[src/hw/rtl/fpsa_pkg.sv]
`timescale 1ns / 1ps
// ----------------------------------------------------------------------------
// fpsa_pkg
// Codes and fixed constants of the fit-policy segment allocator.
// ----------------------------------------------------------------------------
package fpsa_pkg;

   localparam int ARENA_BITS = 20;

   localparam logic [1:0] KIND_INIT  = 2'd0;
   localparam logic [1:0] KIND_ALLOC = 2'd1;
   localparam logic [1:0] KIND_FREE  = 2'd2;
   // unused kind, answered with the totals only
   localparam logic [1:0] KIND_SPARE = 2'd3;

   localparam logic [1:0] ST_OK      = 2'd0;
   localparam logic [1:0] ST_NOFIT   = 2'd1;
   localparam logic [1:0] ST_UNKNOWN = 2'd2;
   localparam logic [1:0] ST_FULL    = 2'd3;

   localparam logic [1:0] FIT_FIRST = 2'd0;
   localparam logic [1:0] FIT_BEST  = 2'd1;
   localparam logic [1:0] FIT_WORST = 2'd2;
   // unused policy, behaves as first fit
   localparam logic [1:0] FIT_SPARE = 2'd3;

   localparam logic CSR_FIT_POLICY = 1'b0;
   localparam logic CSR_ARENA_SIZE = 1'b1;

   localparam int SPLIT_MIN   = 8;
   localparam int ALIGN_MASK  = 63;
   localparam int ALIGN_BYTES = 64;
   localparam logic [20:0] ARENA_RESET = 21'd65536;

endpackage

[src/hw/rtl/fit_policy_segment_allocator.sv]
`timescale 1ns / 1ps
// ----------------------------------------------------------------------------
// fit_policy_segment_allocator
// Free-list allocator with first, best or worst fit over a headered arena.
// ----------------------------------------------------------------------------
// Usage: a request (kind, request_size, release_offset) is taken on req_valid
// and req_ready; each request gives exactly one response on rsp_valid and
// rsp_ready carrying status, granted offset and the running byte totals.
// Hole and block tables sit in two synchronous memories (start, length);
// valid bits and list ranks sit in flops.
// Scan: init and spare kinds need no scan; allocate walks the hole and
// block tables in one pass; free finds its block, then in a second pass
// its neighbor holes and a free hole slot. The scan reads one hole entry,
// and in the first pass one block entry, per cycle via the read ports.
// One request is in work at a time; a new one is taken once the previous
// response has been loaded into the output register.
// Reset: after reset the block writes the single arena hole and
// then takes requests. Configuration writes are taken in any cycle.
// Stall: while the output register is full and not taken, the finished
// request waits before committing, and no new request is taken.
// ----------------------------------------------------------------------------
module fit_policy_segment_allocator
   import fpsa_pkg::*;
#(
   parameter int HOLE_ENTRIES  = 16,
   parameter int BLOCK_ENTRIES = 16,
   parameter int HEADER_BYTES  = 8
) (
   input  logic        clock,
   input  logic        reset,
   input  logic        req_valid,
   output logic        req_ready,
   input  logic [1:0]  req_kind,
   input  logic [20:0] req_request_size,
   input  logic [19:0] req_release_offset,
   output logic        rsp_valid,
   input  logic        rsp_ready,
   output logic [1:0]  rsp_status,
   output logic [19:0] rsp_granted_offset,
   output logic [20:0] rsp_free_bytes,
   output logic [20:0] rsp_used_bytes,
   input  logic        csr_write_enable,
   input  logic        csr_index,
   input  logic [20:0] csr_write_data
);

   localparam int DW  = (ARENA_BITS + 2 > 22) ? ARENA_BITS + 2 : 22;
   localparam int N   = (HOLE_ENTRIES > BLOCK_ENTRIES) ? HOLE_ENTRIES : BLOCK_ENTRIES;
   localparam int CW  = $clog2(N + 1);
   localparam int HIW = $clog2(HOLE_ENTRIES);
   localparam int BIW = $clog2(BLOCK_ENTRIES);

   localparam logic [2:0] S_INIT  = 3'd0;
   localparam logic [2:0] S_IDLE  = 3'd1;
   localparam logic [2:0] S_SCAN1 = 3'd2;
   localparam logic [2:0] S_SCAN2 = 3'd3;
   localparam logic [2:0] S_DONE  = 3'd4;

   typedef struct packed {
      logic [DW-1:0] start;
      logic [DW-1:0] length;
   } seg_type;

   seg_type hole_mem [HOLE_ENTRIES];
   seg_type block_mem [BLOCK_ENTRIES];
   seg_type hole_q, block_q, hole_wd, block_wd;
   logic hole_we, block_we, hole_re, block_re;
   logic [HIW-1:0] hole_wa, hole_ra;
   logic [BIW-1:0] block_wa, block_ra;

   logic [2:0] state_ff, state_in;
   logic [1:0] kind_ff, kind_in;
   logic [DW-1:0] req_ff, req_in, rel_ff, rel_in;
   logic [1:0] fit_ff, fit_in;
   logic [20:0] arena_ff, arena_in;
   logic [CW-1:0] scan_ff, scan_in;
   logic [HOLE_ENTRIES-1:0] hvalid_ff, hvalid_in;
   logic [HIW-1:0] hrank_ff [HOLE_ENTRIES];
   logic [HIW-1:0] hrank_in [HOLE_ENTRIES];
   logic [BLOCK_ENTRIES-1:0] bvalid_ff, bvalid_in;
   logic [DW-1:0] free_ff, free_in, used_ff, used_in;

   logic pick_ok_ff, pick_ok_in;
   logic [HIW-1:0] pick_idx_ff, pick_idx_in, pick_rank_ff, pick_rank_in;
   logic [DW-1:0] pick_start_ff, pick_start_in, pick_len_ff, pick_len_in;
   logic bslot_ok_ff, bslot_ok_in;
   logic [BIW-1:0] bslot_ff, bslot_in;
   logic blk_ok_ff, blk_ok_in;
   logic [BIW-1:0] blk_idx_ff, blk_idx_in;
   logic [DW-1:0] blk_start_ff, blk_start_in, blk_len_ff, blk_len_in;
   logic rh_ok_ff, rh_ok_in, lh_ok_ff, lh_ok_in;
   logic [HIW-1:0] rh_idx_ff, rh_idx_in, rh_rank_ff, rh_rank_in;
   logic [HIW-1:0] lh_idx_ff, lh_idx_in, lh_rank_ff, lh_rank_in;
   logic [DW-1:0] rh_len_ff, rh_len_in, lh_start_ff, lh_start_in, lh_len_ff, lh_len_in;
   logic hslot_ok_ff, hslot_ok_in;
   logic [HIW-1:0] hslot_ff, hslot_in;

   logic rsp_valid_ff, rsp_valid_in;
   logic [1:0] rsp_status_ff, rsp_status_in;
   logic [19:0] rsp_off_ff, rsp_off_in;
   logic [20:0] rsp_free_ff, rsp_free_in, rsp_used_ff, rsp_used_in;

   logic [DW-1:0] hb, arena_bytes, round_up, cap, left, rkey, hend;
   logic [CW-1:0] e;
   logic [HIW-1:0] eh, mrank;
   logic [BIW-1:0] eb;
   logic better, eval;

   assign hb = DW'(HEADER_BYTES);
   assign cap = DW'(1) << ARENA_BITS;
   assign round_up = (DW'(arena_ff) + DW'(ALIGN_MASK)) & ~DW'(ALIGN_MASK);
   assign arena_bytes = (round_up < DW'(ALIGN_BYTES)) ? DW'(ALIGN_BYTES)
                      : (round_up > cap) ? cap : round_up;
   assign e = scan_ff - CW'(1);
   assign eh = e[HIW-1:0];
   assign eb = e[BIW-1:0];
   assign eval = (scan_ff != '0);
   assign left = pick_len_ff - req_ff;
   assign rkey = blk_start_ff + blk_len_ff + hb;
   assign hend = hole_q.start + hole_q.length + hb;

   assign req_ready = (state_ff == S_IDLE);
   assign rsp_valid = rsp_valid_ff;
   assign rsp_status = rsp_status_ff;
   assign rsp_granted_offset = rsp_off_ff;
   assign rsp_free_bytes = rsp_free_ff;
   assign rsp_used_bytes = rsp_used_ff;

   always_comb begin
      state_in = state_ff; kind_in = kind_ff; req_in = req_ff; rel_in = rel_ff;
      fit_in = fit_ff; arena_in = arena_ff; scan_in = scan_ff;
      hvalid_in = hvalid_ff; hrank_in = hrank_ff; bvalid_in = bvalid_ff;
      free_in = free_ff; used_in = used_ff;
      pick_ok_in = pick_ok_ff; pick_idx_in = pick_idx_ff; pick_rank_in = pick_rank_ff;
      pick_start_in = pick_start_ff; pick_len_in = pick_len_ff;
      bslot_ok_in = bslot_ok_ff; bslot_in = bslot_ff;
      blk_ok_in = blk_ok_ff; blk_idx_in = blk_idx_ff;
      blk_start_in = blk_start_ff; blk_len_in = blk_len_ff;
      rh_ok_in = rh_ok_ff; rh_idx_in = rh_idx_ff; rh_rank_in = rh_rank_ff; rh_len_in = rh_len_ff;
      lh_ok_in = lh_ok_ff; lh_idx_in = lh_idx_ff; lh_rank_in = lh_rank_ff;
      lh_start_in = lh_start_ff; lh_len_in = lh_len_ff;
      hslot_ok_in = hslot_ok_ff; hslot_in = hslot_ff;
      rsp_valid_in = rsp_valid_ff & ~rsp_ready;
      rsp_status_in = rsp_status_ff; rsp_off_in = rsp_off_ff;
      rsp_free_in = rsp_free_ff; rsp_used_in = rsp_used_ff;
      hole_we = 1'b0; hole_wa = '0; hole_wd = '0;
      block_we = 1'b0; block_wa = '0; block_wd = '0;
      hole_re = (state_ff == S_SCAN1 || state_ff == S_SCAN2) && scan_ff < CW'(HOLE_ENTRIES);
      block_re = (state_ff == S_SCAN1) && scan_ff < CW'(BLOCK_ENTRIES);
      hole_ra = scan_ff[HIW-1:0];
      block_ra = scan_ff[BIW-1:0];
      better = 1'b0;
      mrank = hrank_ff[eh];

      if (csr_write_enable) begin
         case (csr_index)
            CSR_FIT_POLICY: fit_in = csr_write_data[1:0];
            CSR_ARENA_SIZE: arena_in = csr_write_data;
            default: ;
         endcase
      end

      case (state_ff)
         S_INIT: begin
            hvalid_in = '0;
            hvalid_in[0] = 1'b1;
            for (int j = 0; j < HOLE_ENTRIES; j++) hrank_in[j] = '0;
            bvalid_in = '0;
            hole_we = 1'b1; hole_wa = '0;
            hole_wd.start = '0; hole_wd.length = arena_bytes;
            free_in = arena_bytes; used_in = '0;
            state_in = S_IDLE;
         end
         S_IDLE: begin
            if (req_valid) begin
               kind_in = req_kind;
               req_in = DW'(req_request_size);
               rel_in = DW'(req_release_offset);
               scan_in = '0;
               pick_ok_in = 1'b0; bslot_ok_in = 1'b0; blk_ok_in = 1'b0;
               rh_ok_in = 1'b0; lh_ok_in = 1'b0; hslot_ok_in = 1'b0;
               state_in = (req_kind == KIND_ALLOC || req_kind == KIND_FREE) ? S_SCAN1 : S_DONE;
            end
         end
         S_SCAN1: begin
            if (eval) begin
               if (kind_ff == KIND_ALLOC) begin
                  if (e < CW'(HOLE_ENTRIES) && hvalid_ff[eh] && hole_q.length >= req_ff) begin
                     case (fit_ff)
                        FIT_BEST: better = hole_q.length < pick_len_ff ||
                           (hole_q.length == pick_len_ff && mrank < pick_rank_ff);
                        FIT_WORST: better = hole_q.length > pick_len_ff ||
                           (hole_q.length == pick_len_ff && mrank < pick_rank_ff);
                        default: better = mrank < pick_rank_ff;
                     endcase
                     if (!pick_ok_ff || better) begin
                        pick_ok_in = 1'b1; pick_idx_in = eh; pick_rank_in = mrank;
                        pick_start_in = hole_q.start; pick_len_in = hole_q.length;
                     end
                  end
                  if (e < CW'(BLOCK_ENTRIES) && !bvalid_ff[eb] && !bslot_ok_ff) begin
                     bslot_ok_in = 1'b1; bslot_in = eb;
                  end
               end else begin
                  if (e < CW'(BLOCK_ENTRIES) && bvalid_ff[eb] && !blk_ok_ff &&
                      block_q.start == rel_ff) begin
                     blk_ok_in = 1'b1; blk_idx_in = eb;
                     blk_start_in = block_q.start; blk_len_in = block_q.length;
                  end
               end
            end
            if (scan_ff == CW'(N)) begin
               scan_in = '0;
               state_in = (kind_ff == KIND_FREE) ? S_SCAN2 : S_DONE;
            end else begin
               scan_in = scan_ff + CW'(1);
            end
         end
         S_SCAN2: begin
            if (eval && e < CW'(HOLE_ENTRIES)) begin
               if (hvalid_ff[eh]) begin
                  // right neighbor starts after our header, left one ends at ours
                  if (hole_q.start == rkey && (!rh_ok_ff || mrank < rh_rank_ff)) begin
                     rh_ok_in = 1'b1; rh_idx_in = eh; rh_rank_in = mrank;
                     rh_len_in = hole_q.length;
                  end
                  if (hend == blk_start_ff && (!lh_ok_ff || mrank < lh_rank_ff)) begin
                     lh_ok_in = 1'b1; lh_idx_in = eh; lh_rank_in = mrank;
                     lh_start_in = hole_q.start; lh_len_in = hole_q.length;
                  end
               end else if (!hslot_ok_ff) begin
                  hslot_ok_in = 1'b1; hslot_in = eh;
               end
            end
            if (scan_ff == CW'(N)) begin
               scan_in = '0;
               state_in = S_DONE;
            end else begin
               scan_in = scan_ff + CW'(1);
            end
         end
         S_DONE: begin
            if (!rsp_valid_ff || rsp_ready) begin
               state_in = S_IDLE;
               rsp_valid_in = 1'b1;
               rsp_status_in = ST_OK;
               rsp_off_in = '0;
               case (kind_ff)
                  KIND_INIT: begin
                     hvalid_in = '0;
                     hvalid_in[0] = 1'b1;
                     for (int j = 0; j < HOLE_ENTRIES; j++) hrank_in[j] = '0;
                     bvalid_in = '0;
                     hole_we = 1'b1; hole_wa = '0;
                     hole_wd.start = '0; hole_wd.length = arena_bytes;
                     free_in = arena_bytes; used_in = '0;
                  end
                  KIND_ALLOC: begin
                     if (!pick_ok_ff) begin
                        rsp_status_in = ST_NOFIT;
                     end else if (!bslot_ok_ff) begin
                        rsp_status_in = ST_FULL;
                     end else begin
                        rsp_off_in = pick_start_ff[19:0];
                        bvalid_in[bslot_ff] = 1'b1;
                        block_we = 1'b1; block_wa = bslot_ff;
                        block_wd.start = pick_start_ff;
                        if (left > DW'(SPLIT_MIN) && left > hb) begin
                           block_wd.length = req_ff;
                           hole_we = 1'b1; hole_wa = pick_idx_ff;
                           hole_wd.start = pick_start_ff + req_ff + hb;
                           hole_wd.length = left - hb;
                           free_in = free_ff - (req_ff + hb);
                           used_in = used_ff + req_ff;
                        end else begin
                           block_wd.length = pick_len_ff;
                           hvalid_in[pick_idx_ff] = 1'b0;
                           for (int j = 0; j < HOLE_ENTRIES; j++)
                              if (hvalid_ff[j] && hrank_ff[j] > pick_rank_ff)
                                 hrank_in[j] = hrank_ff[j] - HIW'(1);
                           free_in = free_ff - pick_len_ff;
                           used_in = used_ff + pick_len_ff;
                        end
                     end
                  end
                  KIND_FREE: begin
                     if (!blk_ok_ff) begin
                        rsp_status_in = ST_UNKNOWN;
                     end else if (rh_ok_ff || lh_ok_ff) begin
                        hole_we = 1'b1;
                        if (rh_ok_ff) begin
                           hole_wa = rh_idx_ff;
                           hole_wd.start = blk_start_ff;
                           hole_wd.length = blk_len_ff + hb + rh_len_ff;
                        end else begin
                           hole_wa = lh_idx_ff;
                           hole_wd.start = lh_start_ff;
                           hole_wd.length = lh_len_ff + hb + blk_len_ff;
                        end
                        // merged hole moves to the head of the list
                        for (int j = 0; j < HOLE_ENTRIES; j++)
                           if (hvalid_ff[j] && HIW'(j) != hole_wa &&
                               hrank_ff[j] < (rh_ok_ff ? rh_rank_ff : lh_rank_ff))
                              hrank_in[j] = hrank_ff[j] + HIW'(1);
                        hrank_in[hole_wa] = '0;
                        free_in = free_ff + blk_len_ff + hb;
                        used_in = used_ff - blk_len_ff;
                        bvalid_in[blk_idx_ff] = 1'b0;
                     end else if (hslot_ok_ff) begin
                        hole_we = 1'b1; hole_wa = hslot_ff;
                        hole_wd.start = blk_start_ff; hole_wd.length = blk_len_ff;
                        for (int j = 0; j < HOLE_ENTRIES; j++)
                           if (hvalid_ff[j]) hrank_in[j] = hrank_ff[j] + HIW'(1);
                        hvalid_in[hslot_ff] = 1'b1;
                        hrank_in[hslot_ff] = '0;
                        free_in = free_ff + blk_len_ff;
                        used_in = used_ff - blk_len_ff;
                        bvalid_in[blk_idx_ff] = 1'b0;
                     end else begin
                        rsp_status_in = ST_FULL;
                     end
                  end
                  default: ;
               endcase
               rsp_free_in = free_in[20:0];
               rsp_used_in = used_in[20:0];
               if (rsp_status_in != ST_OK) rsp_off_in = '0;
            end
         end
         default: state_in = S_INIT;
      endcase
   end

   always_ff @(posedge clock) begin
      if (hole_we) hole_mem[hole_wa] <= hole_wd;
      if (hole_re) hole_q <= hole_mem[hole_ra];
   end

   always_ff @(posedge clock) begin
      if (block_we) block_mem[block_wa] <= block_wd;
      if (block_re) block_q <= block_mem[block_ra];
   end

   always_ff @(posedge clock) begin
      if (reset) begin
         state_ff <= S_INIT;
         fit_ff <= FIT_FIRST;
         arena_ff <= ARENA_RESET;
         scan_ff <= '0;
         hvalid_ff <= '0;
         for (int j = 0; j < HOLE_ENTRIES; j++) hrank_ff[j] <= '0;
         bvalid_ff <= '0;
         free_ff <= '0;
         used_ff <= '0;
         rsp_valid_ff <= 1'b0;
         pick_ok_ff <= 1'b0; bslot_ok_ff <= 1'b0; blk_ok_ff <= 1'b0;
         rh_ok_ff <= 1'b0; lh_ok_ff <= 1'b0; hslot_ok_ff <= 1'b0;
      end else begin
         state_ff <= state_in;
         fit_ff <= fit_in;
         arena_ff <= arena_in;
         scan_ff <= scan_in;
         hvalid_ff <= hvalid_in;
         hrank_ff <= hrank_in;
         bvalid_ff <= bvalid_in;
         free_ff <= free_in;
         used_ff <= used_in;
         rsp_valid_ff <= rsp_valid_in;
         pick_ok_ff <= pick_ok_in; bslot_ok_ff <= bslot_ok_in; blk_ok_ff <= blk_ok_in;
         rh_ok_ff <= rh_ok_in; lh_ok_ff <= lh_ok_in; hslot_ok_ff <= hslot_ok_in;
      end
   end

   always_ff @(posedge clock) begin
      kind_ff <= kind_in; req_ff <= req_in; rel_ff <= rel_in;
      pick_idx_ff <= pick_idx_in; pick_rank_ff <= pick_rank_in;
      pick_start_ff <= pick_start_in; pick_len_ff <= pick_len_in;
      bslot_ff <= bslot_in;
      blk_idx_ff <= blk_idx_in; blk_start_ff <= blk_start_in; blk_len_ff <= blk_len_in;
      rh_idx_ff <= rh_idx_in; rh_rank_ff <= rh_rank_in; rh_len_ff <= rh_len_in;
      lh_idx_ff <= lh_idx_in; lh_rank_ff <= lh_rank_in;
      lh_start_ff <= lh_start_in; lh_len_ff <= lh_len_in;
      hslot_ff <= hslot_in;
      rsp_status_ff <= rsp_status_in; rsp_off_ff <= rsp_off_in;
      rsp_free_ff <= rsp_free_in; rsp_used_ff <= rsp_used_in;
   end

endmodule
[config.mk]
export PLATFORM = sky130hd
export DESIGN_NAME = fit_policy_segment_allocator
export DESIGN_NICKNAME = d
export VERILOG_FILES = /design/src/hw/rtl/fpsa_pkg.sv /design/src/hw/rtl/fit_policy_segment_allocator.sv
export SDC_FILE = /design/constraint.sdc
export NUM_CORES = 2
export LEC_CHECK = 0
export BUFFER_PORTS_ARGS = -buffer_cell sky130_fd_sc_hd__buf_2
export CELL_PAD_IN_SITES_DETAIL_PLACEMENT = 1
export CELL_PAD_IN_SITES_GLOBAL_PLACEMENT = 1
export CORE_AREA = 2 2 532 534
export CTS_CLUSTER_DIAMETER = 60
export DETAILED_ROUTE_END_ITERATION = 7
export DIE_AREA = 0 0 534 536
export GPL_ROUTABILITY_DRIVEN = 0
export HOLD_SLACK_MARGIN = 0.02
export PLACE_DENSITY = 0.62
export SETUP_SLACK_MARGIN = 0.4
export SYNTH_ARGS = -nofsm -noshare
export SYNTH_HDL_FRONTEND = slang
export SYNTH_SLANG_ARGS = --single-unit
[constraint.sdc]
create_clock -name clock -period 18.4 [get_ports clock]
set_input_delay 3.68 -clock clock [delete_from_list [all_inputs] [get_ports clock]]
set_output_delay 3.68 -clock clock [all_outputs]
set_load 0.01 [all_outputs]
== Word-level counts from Yosys, hierarchy flattened ==
Memory sizes are Yosys's and may differ from the RTL's. A register that Yosys moved wholly into a read port is not among the register bits.
Index checks and enable logic that the tools add are counted.
Widths: inputs -> output; s select.

* Memories kept: 2
* Input port bits: 70
* Memory bits (writable): 1,408
* Output and inout port bits: 66
* Flip-flop bits (word level): 475

{| class="wikitable"
|+ Memory list
! name !! depth !! bits a word !! read ports !! clocked after memory_dff !! write ports !! RTL line !! source
|-
| block_mem || 16 || 44 || 1 || 1 || 1 || fit_policy_segment_allocator.sv:65 || <nowiki>seg_type block_mem [BLOCK_ENTRIES];</nowiki>
|-
| hole_mem || 16 || 44 || 1 || 1 || 1 || fit_policy_segment_allocator.sv:64 || <nowiki>seg_type hole_mem [HOLE_ENTRIES];</nowiki>
|}

* Bitwise gates (word level): 21
* $add $sub $neg: 55
* Eq/ne operators: 70
* Magnitude comparators: 57
* Reductions and logical operators: 131
* Multiplexer cells: 394

{| class="wikitable"
|+ Operators by type and width
! cell !! number
|-
| $mux 4 || 248
|-
| $mux 44 || 13
|-
| $mux 64 || 7
|-
| $mux 22 || 17
|-
| $mux 16 || 13
|-
| $pmux 64 s3 || 1
|-
| $reduce_and 9->1 || 17
|-
| $add 22x22->22 || 6
|-
| $add 22x4->22 const B || 6
|-
| $pmux 22 s3 || 2
|-
| $pmux 44 s3 || 1
|-
| $and 64x64->64 || 2
|-
| $not 64->64 || 2
|-
| $pmux 64 s2 || 1
|-
| $pmux 16 s3 || 2
|-
| $pmux 22 s2 || 2
|-
| $pmux 44 s2 || 1
|-
| $lt 4x4->1 || 19
|-
| $logic_and 1x1->1 || 67
|-
| $eq 22x22->1 || 3
|-
| $ne 3x3->1 const B || 22
|-
| $sub 22x22->22 || 3
|-
| $add 4x1->4 const B || 16
|-
| $gt 4x4->1 || 16
|-
| other kinds (69) || 241
|}

== Depth between registers and ports, before layout ==
* Depth after elaboration: 21
* Depth in mapped cells: 30
* Depth with buffers taken out: 27

== Worst setup path after synthesis ==
OpenSTA, ideal clock, no wires.

* Path kind: register -> register
* Start: reg scan_ff[1]
* End: reg rh_idx_ff[0], enable pin
* Path slack: 9,682 ps
* Stages on the path, launching flop included: 20
* Required time: 17,904 ps
* Arrival time: 8,222 ps
* Library setup time: 496 ps
* Buffers on the path: 6
* Clock period less this slack: 8,718 ps
* Path through: dfxtp_1 -> clkbuf_1 -> clkbuf_1 -> clkbuf_1 -> inv_1 -> ha_1 -> clkbuf_1 -> buf_1 -> clkbuf_1 -> mux4_2 -> mux4_2 -> ha_1 -> a2111oi_0 -> nand4_1 -> nor3_1 -> nand4_1 -> nor3_1 -> o2111ai_1 -> or4_1 -> nor4_1

* Word-level cells in the longest chain between the ends: 9
* Elaborated cells on any way between the ends: 14
* Those cells by class: 1 x add/sub; 2 x order compare; 5 x mux; 1 x bitwise; 5 x reduce/logical

{| class="wikitable"
|+ Ends and longest elaborated chain
! item !! RTL line !! source
|-
| start: declaration || fit_policy_segment_allocator.sv:76 || <nowiki>logic [CW-1:0] scan_ff, scan_in;</nowiki>
|-
| start signal: assignment || fit_policy_segment_allocator.sv:362 || <nowiki>scan_ff <= scan_in;</nowiki>
|-
| $sub 5x1->5 || fit_policy_segment_allocator.sv:114 || <nowiki>assign e = scan_ff - CW'(1);</nowiki>
|-
| $not 4->5 (not written as such) || fit_policy_segment_allocator.sv:153 || <nowiki>mrank = hrank_ff[eh];</nowiki>
|-
| $bmux 4 s4 || fit_policy_segment_allocator.sv:153 ||
|-
| $mux 4 (not written as such) (2 in a row) || fit_policy_segment_allocator.sv:153 ||
|-
| net mrank[3] || fit_policy_segment_allocator.sv:105 || <nowiki>logic [HIW-1:0] eh, mrank;</nowiki>
|-
| $lt 4x4->1 || fit_policy_segment_allocator.sv:223 || <nowiki>if (hole_q.start == rkey && (!rh_ok_ff || mrank < rh_rank_ff)) begin</nowiki>
|-
| $logic_or 1x1->1 || fit_policy_segment_allocator.sv:223 ||
|-
| $logic_and 1x1->1 || fit_policy_segment_allocator.sv:223 ||
|-
| $reduce_and 4->1 (no line) || -- ||
|-
| end signal: assignment || fit_policy_segment_allocator.sv:380 || <nowiki>rh_idx_ff <= rh_idx_in; rh_rank_ff <= rh_rank_in; rh_len_ff <= rh_len_in;</nowiki>
|-
| end: declaration || fit_policy_segment_allocator.sv:92 || <nowiki>logic [HIW-1:0] rh_idx_ff, rh_idx_in, rh_rank_ff, rh_rank_in;</nowiki>
|}

The timed path passes the listed nets, and every way through them passes these cells. The select of a mux whose other input is x is not followed.
A chain may end at the register's enable or synchronous reset.

== Worst setup path in the final report ==
* Start: reg req_ff[2]
* End: reg used_ff[20]

* Word-level cells in the longest chain between the ends: 8
* Elaborated cells on any way between the ends: 9
* Those cells by class: 2 x add/sub; 1 x order compare; 6 x mux

{| class="wikitable"
|+ Ends and longest elaborated chain
! item !! RTL line !! source
|-
| start: declaration || fit_policy_segment_allocator.sv:73 || <nowiki>logic [DW-1:0] req_ff, req_in, rel_ff, rel_in;</nowiki>
|-
| start signal: assignment || fit_policy_segment_allocator.sv:375 || <nowiki>kind_ff <= kind_in; req_ff <= req_in; rel_ff <= rel_in;</nowiki>
|-
| $sub 22x21->22 || fit_policy_segment_allocator.sv:118 || <nowiki>assign left = pick_len_ff - req_ff;</nowiki>
|-
| $gt 22x4->1 || fit_policy_segment_allocator.sv:268 || <nowiki>if (left > DW'(SPLIT_MIN) && left > hb) begin</nowiki>
|-
| $mux 22 * || fit_policy_segment_allocator.sv:268 ||
|-
| $mux 22 * || fit_policy_segment_allocator.sv:261 || <nowiki>end else if (!bslot_ok_ff) begin</nowiki>
|-
| $mux 22 * || fit_policy_segment_allocator.sv:259 || <nowiki>if (!pick_ok_ff) begin</nowiki>
|-
| $pmux 22 s3 * || fit_policy_segment_allocator.sv:248 || <nowiki>case (kind_ff)</nowiki>
|-
| $mux 22 * || fit_policy_segment_allocator.sv:243 || <nowiki>if (!rsp_valid_ff || rsp_ready) begin</nowiki>
|-
| $pmux 22 s2 * || fit_policy_segment_allocator.sv:163 || <nowiki>case (state_ff)</nowiki>
|-
| end signal: assignment || fit_policy_segment_allocator.sv:367 || <nowiki>used_ff <= used_in;</nowiki>
|-
| end: declaration || fit_policy_segment_allocator.sv:81 || <nowiki>logic [DW-1:0] free_ff, free_in, used_ff, used_in;</nowiki>
|}

Mark *: on every way between the ends. The rest lies on a longest branch, timed or not. The select of a mux whose other input is x is not followed.

==> metrics.csv <==
metric,value,unit
period_needed,8.01,ns
end_kind,flop,
crit_path_max_fanout,48,
tightest_slew,1.38,ns
power.density,113,mW/mm^2
cts_resized,0,
routedLengthMet1,145000,um
crit_start,req_ff[2]$_DFFE_PP_,
synth_seq_cells,1969,
start_util,0.349,
drtAntennaViolNets,0,
cts_buffer_depth,4,
min_period_over_period,0.435,
synth-async-reset-ratio,0,
cts_buffers,229,
yosys.cell_types.count,93,
syn_avg_cell_area,14.0,um^2
detail_route.vias_per_cell,5.86,
clk_pin_slew,0.06,ns
drt_iter0_markers,6481,
port-buffer-count,135,
antenna_found_initial,19,
grt_pass1_vias,66100,
crit_family,compound AO/OA/AOI/OAI gates,
rr_endpoint,used_ff[20]$_SDFFE_PP0P_,
top_layer_used,met5,
fillerInstances,28700,
hp-class,flop to flop,
grt.total_usage,0.235,
cap_viol_max_count,0,
grt-ovfl-total,0,
synth_area_leaders,"edfxtp_1 55%, mux4_2 11%, ha_1 7.1%",
rsz0062_at_grt,no,
wl_met3,23800,um
yosys_warnings,0,
routed-via-count,65100,
rrSetupSlack,10.39,ns
setup_viol,0,
nets,7819,
finClkSkew,0.0972,ns
root_buffer,clkbuf_16,
r2r_start,req_ff[2]$_DFFE_PP_,
place_hpwl,232000,um
status,"finished, final reports clean",
synth_top_area_share,0.550,
synthFlopType,edfxtp_1,
tns,0,ns
areaGrowthSynthToFinish,13.4,%
ios,136,
drc_errors,0,
die_w,534,um
critPathBufInv,2,
synth_edf_count,1793,
clk_latency,0.95,ns
postCtsSetupBuffers,0,
cp.arrival,8.83,ns
fmax,0.125,GHz
finalWirelength,342000,um
cts.sinks,1969,
holdWs,0.414,ns
syn-cell-area,0.0979,mm^2
die-area,0.286,mm^2
met2WireLength,157000,um
grt_max_degree,101,
core,0.281,mm^2
ir_drop,0.0889,mV
hold_viol,0,
ys_seq_area_frac,0.586,
syn_inst,7003,
yosysTopAreaCell,edfxtp_1,
die_h,536,um
grt_pass1_wl,487000,um
first_pass_iters,8,
drive_above_1_share,0.165,
critPathSlowestCell,buf_4,
ff2ff_path_depth,27,
start_kind,flop,
row_count,195,
criticalPathCategory,flop to flop,
cp.required,19.22,ns
max_stage_delay,0.72,ns
h-tree-depth,4,
leakagePower,0.0345,uW
fin_util,0.395,
hold_buffers,0,
crit_end,used_ff[20]$_SDFFE_PP0P_,
crit_cells,27,
final_max_slew_viol_count,0,
synth_nets,7637,
cts_tree,built,
max_slew_margin,0.0767,
wl_per_cell,30.8,um
==> power by group <==
group	switching (uW)	internal [uW]
Combinational	1690	923
Clock	1910	2680
Sequential	203	5100
==> worst reg2reg max path, stage by stage, from the launching register on <==
cell	delay [ns]
edfxtp_1	0.41
inv_1	0.16
ha_1	0.30
nor2b_1	0.17
o2111a_1	0.35
o41ai_2	0.53
a32oi_1	0.26
xnor2_1	0.42
o41a_1	0.30
nand4_1	0.18
a2111oi_4	0.42
buf_4	0.72
nand2_1	0.11
o21ai_0	0.24
ha_1	0.38
a21o_1	0.19
a21oi_1	0.24
o21ai_0	0.19
a31o_2	0.31
a311o_1	0.44
nand2_1	0.13
a31oi_1	0.12
a211o_1	0.29
mux4_2	0.46
nor3_1	0.18
a211oi_1	0.08
a31oi_1	0.24
a22o_1	0.16
==> worst min-delay path by stage <==
stage                                startpoint                       end  slack, ns  cells past startpoint
after detailed placement  block_q[19]$_DFFE_PP_  blk_len_ff[19]$_DFFE_PP_       0.41                      0
after global placement     block_q[1]$_DFFE_PP_   blk_len_ff[1]$_DFFE_PP_       0.40                      0
final                      block_q[0]$_DFFE_PP_   blk_len_ff[0]$_DFFE_PP_       0.41                      0
after CTS                 block_q[19]$_DFFE_PP_  blk_len_ff[19]$_DFFE_PP_       0.42                      0
after global routing       block_q[2]$_DFFE_PP_   blk_len_ff[2]$_DFFE_PP_       0.43                      0
after floorplan            block_q[0]$_DFFE_PP_   blk_len_ff[0]$_DFFE_PP_       0.40                      0
==> metrics by stage <==
| step | setup slack [ns] | cells | total power (uW) | cell area [um^2] |
|---|---|---|---|---|
| global route | 9.88 | 11100 | 12900 | 111000 |
| finish | 10.39 | 11100 | 12500 | 111000 |
| floorplan | 9.68 | 7003 | 6950 | 97900 |
| global placement | 10.63 | 10700 | 7920 | 103000 |
| CTS | 10.45 | 11100 | 12600 | 111000 |
| detailed placement | 10.52 | 10700 | 7970 | 103000 |
==> sequential cells by signal (all words and copies together), names as in the netlist, 20 cells and up <==
register            cells
rel_ff                 20
arena_ff               21
block_mem             704
blk_start_ff           22
rh_len_ff              22
hrank_ff               64
free_ff                21
rsp_granted_offset     20
lh_len_ff              22
rsp_used_bytes         21
used_ff                21
lh_start_ff            22
hole_mem              704
req_ff                 21
rsp_free_bytes         21
hole_q                 44
pick_start_ff          22
block_q                44
pick_len_ff            22
blk_len_ff             22
==> logic make-up (layout without fill, tap and decap cells) <==
kind of cell             after synthesis  after routing  synth area share
flip-flops                          1969           1969             0.586
AND/OR/NAND/NOR                     1514           1514            0.0752
AO/OA/AOI/OAI                       1469           1469            0.0973
buffers and inverters                623            990            0.0243
adder cells (fa/ha/maj)              564            564            0.0729
multiplexers                         541            541             0.115
XOR/XNOR                             323            323            0.0289
other                                  0             11                 0
==> synthesized netlist by cell type (21+ instances only) <==
master,n
nor2_1,392
nand4_1,60
ha_1,553
edfxtp_1,1793
and3_1,66
nand3_1,127
nand2b_1,70
dfxtp_1,176
xor2_1,116
mux4_2,470
a21oi_1,401
nor3_1,140
o211ai_1,38
nor2b_1,55
a21o_1,116
a211oi_1,60
a22oi_1,60
and2_1,57
o22ai_1,58
xnor2_1,207
o21a_1,90
clkbuf_1,246
o21bai_1,21
a31oi_1,64
o21ai_0,309
mux2i_1,66
o31ai_1,26
or3_1,36
nand2_1,384
inv_1,298
buf_1,62
nor4_1,26
==> per-layer routing <==
metal	global-route usage	up-vias
met5	0	-
met4	0.100	12
met3	0.0365	579
met2	0.375	2535
met1	0.318	34300
li1	-	27800
==> area by class of cell <==
cell class              count  area, um^2  share of cell area
diodes                     11        27.5            0.000248
flip-flops and latches   1969       57400               0.517
clock buffers             277        6010              0.0542
repair buffers            276        1770              0.0159
inverters                 298        1120              0.0101
multi-input cells        4411       38500               0.347
clock inverters           139        1510              0.0136
well taps                3743        4680              0.0422
==> cells in the final DEF (no fill, tap or decap), types with 62 or more instances in the layout <==
cell type,n
xnor2_1,207
mux2i_1,62
and3_1,64
nand2_1,381
nor2_1,356
a21oi_1,400
a31oi_1,64
nand2b_1,70
dfxtp_1,170
buf_4,139
o21ai_0,300
clkbuf_16,231
edfxtp_1,1793
ha_1,550
mux4_2,470
buf_2,134
xor2_1,116
inv_1,296
a21o_1,116
o21a_1,90
nand3_1,127
nor3_1,134
Power figures use the tool's default switching activity.
